[src/hw/rtl/sli_pkg.sv]
// ----------------------------------------------------------------------------
// sli_pkg: shared types for the sorted list block
// Request and response payloads, controller states and the command and
// status groups between controller and datapath.
// ----------------------------------------------------------------------------
`default_nettype none

package sli_pkg;

	localparam int DEF_CAPACITY = 16;
	localparam int VALUE_W      = 32;
	localparam int COUNT_OUT_W  = 5;

	localparam logic CMD_INSERT = 1'b0;
	localparam logic CMD_DELETE = 1'b1;

	typedef struct packed {
		logic               command;
		logic [VALUE_W-1:0] value;
	} request_t;

	typedef struct packed {
		logic                   accepted;
		logic [COUNT_OUT_W-1:0] entry_count;
	} response_t;

	typedef enum logic [1:0] {
		ST_IDLE,
		ST_CMP,
		ST_UPD
	} state_t;

	typedef struct packed {
		logic load;
		logic compare;
		logic update;
	} ctrl_t;

	typedef struct packed {
		logic rsp_free;
	} stat_t;

endpackage

`default_nettype wire

[src/hw/rtl/sorted_list_insert_delete.sv]
// ----------------------------------------------------------------------------
// sorted_list_insert_delete: sorted list of distinct signed values
// Insert and delete requests on a fixed-capacity list kept in ascending or
// descending order; each request returns an accepted flag and the count.
//
//   channel  direction  payload     handshake
//   cmd      in         request_t   cmd_valid / cmd_ready
//   rsp      out        response_t  rsp_valid / rsp_ready
//   cfg      in         order bit   cfg_valid / cfg_ready
//
// A request passes through accept, compare in every cell and update.
// The next request is accepted in the cycle after the update, so a new
// request enters only once the previous one has been through update.
// A stalled response holds the update until the response register frees.
// Reset empties the list and selects ascending order; no clearing pass.
// ----------------------------------------------------------------------------
`default_nettype none

module sorted_list_insert_delete #(
	parameter int CAPACITY = sli_pkg::DEF_CAPACITY
) (
	input  wire                clk,
	input  wire                arst_n,
	input  wire                cmd_valid,
	output logic               cmd_ready,
	input  sli_pkg::request_t  cmd_data,
	output logic               rsp_valid,
	input  wire                rsp_ready,
	output sli_pkg::response_t rsp_data,
	input  wire                cfg_valid,
	output logic               cfg_ready,
	input  wire                cfg_data
);
	import sli_pkg::*;

	ctrl_t ctrl;
	stat_t stat;

	assign cfg_ready = 1'b1;

	sli_ctrl u_ctrl (
		.clk       (clk),
		.arst_n    (arst_n),
		.cmd_valid (cmd_valid),
		.cmd_ready (cmd_ready),
		.stat      (stat),
		.ctrl      (ctrl)
	);

	sli_datapath #(
		.CAPACITY (CAPACITY)
	) u_datapath (
		.clk       (clk),
		.arst_n    (arst_n),
		.cmd_data  (cmd_data),
		.cfg_valid (cfg_valid),
		.cfg_data  (cfg_data),
		.rsp_ready (rsp_ready),
		.rsp_valid (rsp_valid),
		.rsp_data  (rsp_data),
		.ctrl      (ctrl),
		.stat      (stat)
	);

endmodule

`default_nettype wire

[src/hw/rtl/sli_ctrl.sv]
// ----------------------------------------------------------------------------
// sli_ctrl: request sequencer
// Steps each request through accept, compare and update, and holds the
// update while the response register is still occupied.
// ----------------------------------------------------------------------------
`default_nettype none

module sli_ctrl (
	input  wire            clk,
	input  wire            arst_n,
	input  wire            cmd_valid,
	output logic           cmd_ready,
	input  sli_pkg::stat_t stat,
	output sli_pkg::ctrl_t ctrl
);
	import sli_pkg::*;

	state_t state_q;
	state_t state_d;

	always_ff @(posedge clk or negedge arst_n) begin
		if (!arst_n) begin
			state_q <= ST_IDLE;
		end else begin
			state_q <= state_d;
		end
	end

	always_comb begin
		state_d = state_q;
		case (state_q)
			ST_IDLE: begin
				if (cmd_valid) begin
					state_d = ST_CMP;
				end
			end
			ST_CMP: begin
				state_d = ST_UPD;
			end
			ST_UPD: begin
				if (stat.rsp_free) begin
					state_d = ST_IDLE;
				end
			end
			default: begin
				state_d = ST_IDLE;
			end
		endcase
	end

	always_comb begin
		cmd_ready    = 1'b0;
		ctrl.load    = 1'b0;
		ctrl.compare = 1'b0;
		ctrl.update  = 1'b0;
		case (state_q)
			ST_IDLE: begin
				cmd_ready = 1'b1;
				ctrl.load = cmd_valid;
			end
			ST_CMP: begin
				ctrl.compare = 1'b1;
			end
			ST_UPD: begin
				ctrl.update = stat.rsp_free;
			end
			default: begin
				cmd_ready = 1'b0;
			end
		endcase
	end

endmodule

`default_nettype wire

[src/hw/rtl/sli_datapath.sv]
// ----------------------------------------------------------------------------
// sli_datapath: entry cells, comparators and response register
// Every cell compares its entry with the request value; the first cell that
// does not precede the value marks the slot, and the cells from the slot up shift together.
// ----------------------------------------------------------------------------
`default_nettype none

module sli_datapath #(
	parameter int CAPACITY = sli_pkg::DEF_CAPACITY
) (
	input  wire                clk,
	input  wire                arst_n,
	input  sli_pkg::request_t  cmd_data,
	input  wire                cfg_valid,
	input  wire                cfg_data,
	input  wire                rsp_ready,
	output logic               rsp_valid,
	output sli_pkg::response_t rsp_data,
	input  sli_pkg::ctrl_t     ctrl,
	output sli_pkg::stat_t     stat
);
	import sli_pkg::*;

	localparam int CW = $clog2(CAPACITY + 1);

	logic                      order_q;
	logic                      cmd_q;
	logic signed [VALUE_W-1:0] x_q;
	logic signed [VALUE_W-1:0] entry_q [CAPACITY];
	logic signed [VALUE_W-1:0] entry_d [CAPACITY];
	logic [CAPACITY-1:0]       valid_q;
	logic [CW-1:0]             count_q;
	logic [CW-1:0]             count_d;
	logic [CAPACITY-1:0]       after_s1;
	logic [CAPACITY-1:0]       eq_s1;
	logic [CAPACITY-1:0]       after_c;
	logic [CAPACITY-1:0]       eq_c;
	logic [CAPACITY-1:0]       carry;
	logic [CAPACITY-1:0]       slot;
	logic [CAPACITY-1:0]       below;
	logic                      match;
	logic                      full;
	logic                      ok;
	logic [CW+COUNT_OUT_W-1:0] count_ext;
	response_t                 rsp_q;
	logic                      rsp_valid_q;

	always_ff @(posedge clk or negedge arst_n) begin
		if (!arst_n) begin
			order_q <= 1'b0;
		end else if (cfg_valid) begin
			order_q <= cfg_data;
		end
	end

	always_ff @(posedge clk) begin
		if (ctrl.load) begin
			cmd_q <= cmd_data.command;
			x_q   <= $signed(cmd_data.value);
		end
	end

	genvar k;
	generate
		for (k = 0; k < CAPACITY; k++) begin : g_cell
			assign after_c[k] = valid_q[k] &&
				(order_q ? (x_q < entry_q[k]) : (x_q > entry_q[k]));
			assign eq_c[k] = valid_q[k] && (x_q == entry_q[k]);

			if (k == 0) begin : g_first
				always_comb begin
					entry_d[k] = entry_q[k];
					if (cmd_q == CMD_INSERT) begin
						if (!below[k]) begin
							entry_d[k] = x_q;
						end
					end else if (!below[k] && CAPACITY > 1) begin
						entry_d[k] = entry_q[(k + 1) % CAPACITY];
					end
				end
			end else if (k == CAPACITY - 1) begin : g_last
				always_comb begin
					entry_d[k] = entry_q[k];
					if (cmd_q == CMD_INSERT && !below[k]) begin
						entry_d[k] = slot[k] ? x_q : entry_q[k-1];
					end
				end
			end else begin : g_mid
				always_comb begin
					entry_d[k] = entry_q[k];
					if (!below[k]) begin
						if (cmd_q == CMD_INSERT) begin
							entry_d[k] = slot[k] ? x_q : entry_q[k-1];
						end else begin
							entry_d[k] = entry_q[k+1];
						end
					end
				end
			end

			always_ff @(posedge clk) begin
				if (ctrl.update && ok) begin
					entry_q[k] <= entry_d[k];
				end
			end
		end
	endgenerate

	always_ff @(posedge clk) begin
		if (ctrl.compare) begin
			after_s1 <= after_c;
			eq_s1    <= eq_c;
		end
	end

	assign carry = after_s1 + {{(CAPACITY-1){1'b0}}, 1'b1};
	assign slot  = ~after_s1 & carry;
	assign below = after_s1 & ~carry;
	assign match = |(eq_s1 & slot);
	assign full  = valid_q[CAPACITY-1];
	assign ok    = (cmd_q == CMD_INSERT) ? (!full && !match) : match;

	always_comb begin
		count_d = count_q;
		if (ok) begin
			if (cmd_q == CMD_INSERT) begin
				count_d = count_q + {{(CW-1){1'b0}}, 1'b1};
			end else begin
				count_d = count_q - {{(CW-1){1'b0}}, 1'b1};
			end
		end
	end

	assign count_ext = {{COUNT_OUT_W{1'b0}}, count_d};

	always_ff @(posedge clk or negedge arst_n) begin
		if (!arst_n) begin
			valid_q <= '0;
			count_q <= '0;
		end else if (ctrl.update && ok) begin
			count_q <= count_d;
			if (cmd_q == CMD_INSERT) begin
				valid_q <= {valid_q[CAPACITY-2:0], 1'b1};
			end else begin
				valid_q <= {1'b0, valid_q[CAPACITY-1:1]};
			end
		end
	end

	always_ff @(posedge clk or negedge arst_n) begin
		if (!arst_n) begin
			rsp_valid_q <= 1'b0;
		end else if (ctrl.update) begin
			rsp_valid_q <= 1'b1;
		end else if (rsp_ready) begin
			rsp_valid_q <= 1'b0;
		end
	end

	always_ff @(posedge clk) begin
		if (ctrl.update) begin
			rsp_q.accepted    <= ok;
			rsp_q.entry_count <= count_ext[COUNT_OUT_W-1:0];
		end
	end

	assign rsp_valid     = rsp_valid_q;
	assign rsp_data      = rsp_q;
	assign stat.rsp_free = !rsp_valid_q || rsp_ready;

endmodule

`default_nettype wire
[config.mk]
export PLATFORM = sky130hd
export DESIGN_NAME = sorted_list_insert_delete
export DESIGN_NICKNAME = d
export VERILOG_FILES = /design/src/hw/rtl/sli_pkg.sv /design/src/hw/rtl/sorted_list_insert_delete.sv /design/src/hw/rtl/sli_ctrl.sv /design/src/hw/rtl/sli_datapath.sv
export SDC_FILE = /design/constraint.sdc
export NUM_CORES = 2
export LEC_CHECK = 0
export BUFFER_PORTS_ARGS = -buffer_cell sky130_fd_sc_hd__buf_4
export CORE_MARGIN = 2
export CORE_UTILIZATION = 70
export CTS_BUF_LIST = sky130_fd_sc_hd__clkbuf_4
export CTS_CLUSTER_SIZE = 25
export DETAILED_ROUTE_END_ITERATION = 8
export PLACE_DENSITY = 0.87
export SYNTH_ARGS = -nofsm -noshare
export SYNTH_HDL_FRONTEND = slang
export SYNTH_SLANG_ARGS = --single-unit
export TNS_END_PERCENT = 5
[constraint.sdc]
create_clock -name clk -period 14.2 [get_ports clk]
set_input_delay 2.84 -clock clk [delete_from_list [all_inputs] [get_ports clk]]
set_output_delay 2.84 -clock clk [all_outputs]
set_load 0.01 [all_outputs]
==> impl_metrics.json <==
{
  "setup_viol": 0,
  "finalCritPeriodShare_pct": 32.41,
  "busiest_layer": "met2",
  "path_max_fanout": 3,
  "cts_num_sinks": 608,
  "relSlewSlack_pct": 20.59,
  "clkTransAtPathRegs_ns": 0.07,
  "viasPerCell": 6.223,
  "synth-async-reset-ratio_pct": 4.112,
  "numCtsBuffers": 163,
  "post_drt_wl_per_cell_um": 18.82,
  "io_pins": 48,
  "die_x_um": 251.0,
  "synth_top_area_share_pct": 40.99,
  "grt_pass1_vias": 32450,
  "power_density_nw_per_um2": 117.2,
  "pre_cts_slack_ns": 8.912,
  "p_leak_uw": 0.02036,
  "place.gp.congestion": 0.8860,
  "clock_latency_ns": 1.05,
  "hold_viol": 0,
  "postSynthAreaPerCell_sq_um": 9.933,
  "core_sq_um": 60360,
  "startpoint_type": "register",
  "cp_slowest_cell": "dfrtp_1",
  "die-area_sq_um": 63010,
  "yosysWarnings": 0,
  "cp.arrival_ns": 1.76,
  "drtAntennaViolNets": 0,
  "seq_area_frac_synth_pct": 42.45,
  "grt_use_met1_pct": 40.56,
  "worstReg2RegEnd": "u_datapath.entry_q[14][6]",
  "drv_slew": 0,
  "cts_setup_buffers": 0,
  "setup_ws_ns": 9.598,
  "maxCapViolCount": 0,
  "dpl.hpwl_mm": 72.31,
  "required_ns": 11.36,
  "cts_hold_buf": 0,
  "use_met2_pct": 52.74,
  "min_period_ns": 4.602,
  "ctsResizeCount": 0,
  "seq_area_sq_um": 18130,
  "whs_endpoint": "u_datapath.count_q[4]",
  "ir_worst_vdd_mv": 0.09897,
  "areaGrowthSynthToFinish_pct": 7.778,
  "layout-drive-gt1-share_pct": 10.66,
  "ys_ff_latch": 608,
  "grtUsageMet3_pct": 4.773,
  "synth_top_cell_by_area": "edfxtp_1",
  "drtPass1Iterations": 6,
  "crit_type": "register to primary output",
  "status": "finished clean",
  "io_buffers": 46,
  "grt_setup_unrepaired": "no",
  "die_y_um": 251.0,
  "max_freq_mhz": 217.3,
  "htree_levels": 4,
  "synth_area_sq_um": 42710,
  "crit_chain": "nor2_1 > buf_4",
  "netlist_instances": 4300,
  "synth_ff_type": "edfxtp_1",
  "skew_ns": 0.05970,
  "vias": 32780,
  "grt_usage_pct": 31.82,
  "cts_buffer_depth": 3,
  "reg2regPathDepth": 7,
  "cts-root-buf": "clkbuf_4",
  "grt_pass1_wl_mm": 161.8,
  "cp-end-kind": "primary output",
  "multi_input_area_sq_um": 21930,
  "synthTopCellsByArea": "edfxtp_1 (41%), ha_1 (15%), mux2i_1 (10%), o21ai_0 (5.5%), nand2_1 (4.8%)",
  "antenna_found_initial": 2,
  "reg2reg_slack_ns": 9.91,
  "hold_start": "u_datapath.count_q[4]",
  "rows": 90,
  "drt_iter0_markers": 2872,
  "drc": 0,
  "tightestPinTransition_ns": 1.188,
  "path_buf_inv": 1,
  "r2r-start": "u_datapath.after_s1[5]",
  "fillerInstances": 3883,
  "hold_path_depth": 1,
  "synth_edf_count": 583,
  "postSynthNetCount": 4855,
  "hold_path.class": "register to register",
  "layout.nets": 4920,
  "synth_cell_types": 68,
  "totalWireLength_mm": 99.15,
  "cts_tree": "done",
  "worst_path_largest_cell_delay_ns": 0.42,
  "fin_tns_setup_ns": 0,
  "initial_utilization_pct": 70.76,
  "grt_max_degree": 283,
  "grt-ovfl-total": 0,
  "critPathTopFamily": "flip-flops"
}
## cell usage after synthesis (all sizes together) (25+ instances only)
cell type    n
edfxtp     583
nand2      549
inv        523
ha         515
o21ai      468
mux2i      440
a21oi      217
clkbuf     167
nand4      111
nor2       108
mux2        75
a21o        70
nand3       60
a211oi      45
buf         45
nor3        34
nand3b      32
dfrtp       25
## where the power goes
group	internal [uW]	total [uW]	switching, uW
clock	897	1660	759
combinational	525	1370	842
sequential	2220	2370	156
total	3640	5400	1760
## flip-flops by register name (all words and copies together) (netlist names), 2 cells and up
name / flops
u_datapath.entry_q: 512
u_datapath.x_q: 32
u_datapath.after_s1: 16
u_datapath.eq_s1: 16
u_datapath.valid_q: 16
u_datapath.rsp_data: 6
u_datapath.count_q: 5
u_ctrl.state_q: 2
## worst max path at each step
| stage | cells after the start | start | slack (ns) | end |
|---|---|---|---|---|
| 2_1_floorplan | 5 | rsp_ready | 7.70 | u_datapath.entry_q[14][0] |
| 3_3_place_gp | 6 | rsp_ready | 8.90 | u_datapath.entry_q[14][4] |
| 3_5_place_dp | 6 | rsp_ready | 8.91 | u_datapath.entry_q[14][5] |
| 4_1_cts | 2 | u_ctrl.state_q[1] | 9.52 | cmd_ready |
| 5_1_grt | 2 | u_ctrl.state_q[1] | 9.49 | cmd_ready |
| 6_report | 2 | u_ctrl.state_q[1] | 9.60 | cmd_ready |
## stage by stage
step / instance area [sq um] / utilization, % / hold slack (ns) / total power, uW / cells
5_1_grt: 46030 / 76.27 / 0.5285 / 5691 / 5267
2_1_floorplan: 42710 / - / 0.4607 / 3359 / 4300
3_5_place_dp: 43870 / 72.68 / 0.5166 / 3744 / 4982
3_3_place_gp: 43870 / 72.68 / 0.4796 / 3656 / 4982
4_1_cts: 46010 / 76.23 / 0.5317 / 5396 / 5258
6_report: 46030 / 76.27 / 0.5288 / 5396 / 5267
## per-layer routing
layer,vias up,part of all wire (%)
li1,15760,-
met1,15520,42
met2,1260,47
met3,232,6.6
met4,0,4.5
met5,-,0
## logic make-up after synthesis
kind of cell | Yosys count | share of synthesized area (%)
adders and majority gates | 516 | 15.13
buffers and inverters | 735 | 6.609
xor gates and xnor gates | 6 | 0.1230
other | 1 | 0.008780
muxes | 515 | 12.29
and+or+nand+nor | 1010 | 11.13
AOI/OAI and AO/OA | 909 | 12.25
DFF | 608 | 42.45
## area by class of cell
| cell class | count | area share, % |
|---|---|---|
| multi-input cells | 2957 | 47.64 |
| repair buffers | 112 | 1.881 |
| clock inverters | 35 | 0.7230 |
| well taps | 782 | 2.126 |
| inverters | 523 | 4.265 |
| diodes | 9 | 0.04893 |
| flip-flops and latches | 608 | 39.39 |
| clock buffers | 241 | 3.930 |
## placed cells by master, fill, tap and decap left out, types with 11 or more instances in the layout
master / n
a21oi_1: 216
nor2b_1: 20
a21o_1: 70
nand4_1: 109
a211oi_1: 45
edfxtp_1: 583
nor2_1: 102
mux2_2: 75
and4_1: 12
ha_1: 515
nor4_1: 17
nor4b_1: 11
clkbuf_4: 241
dfrtp_1: 25
o32a_1: 14
nand3_1: 59
nand2_1: 549
o21ai_0: 467
clkinv_1: 21
mux2i_1: 440
buf_4: 110
inv_1: 523
nand3b_1: 32
o211ai_1: 24
nor3_1: 25
and2_1: 22
Power figures use the tool's default switching activity.
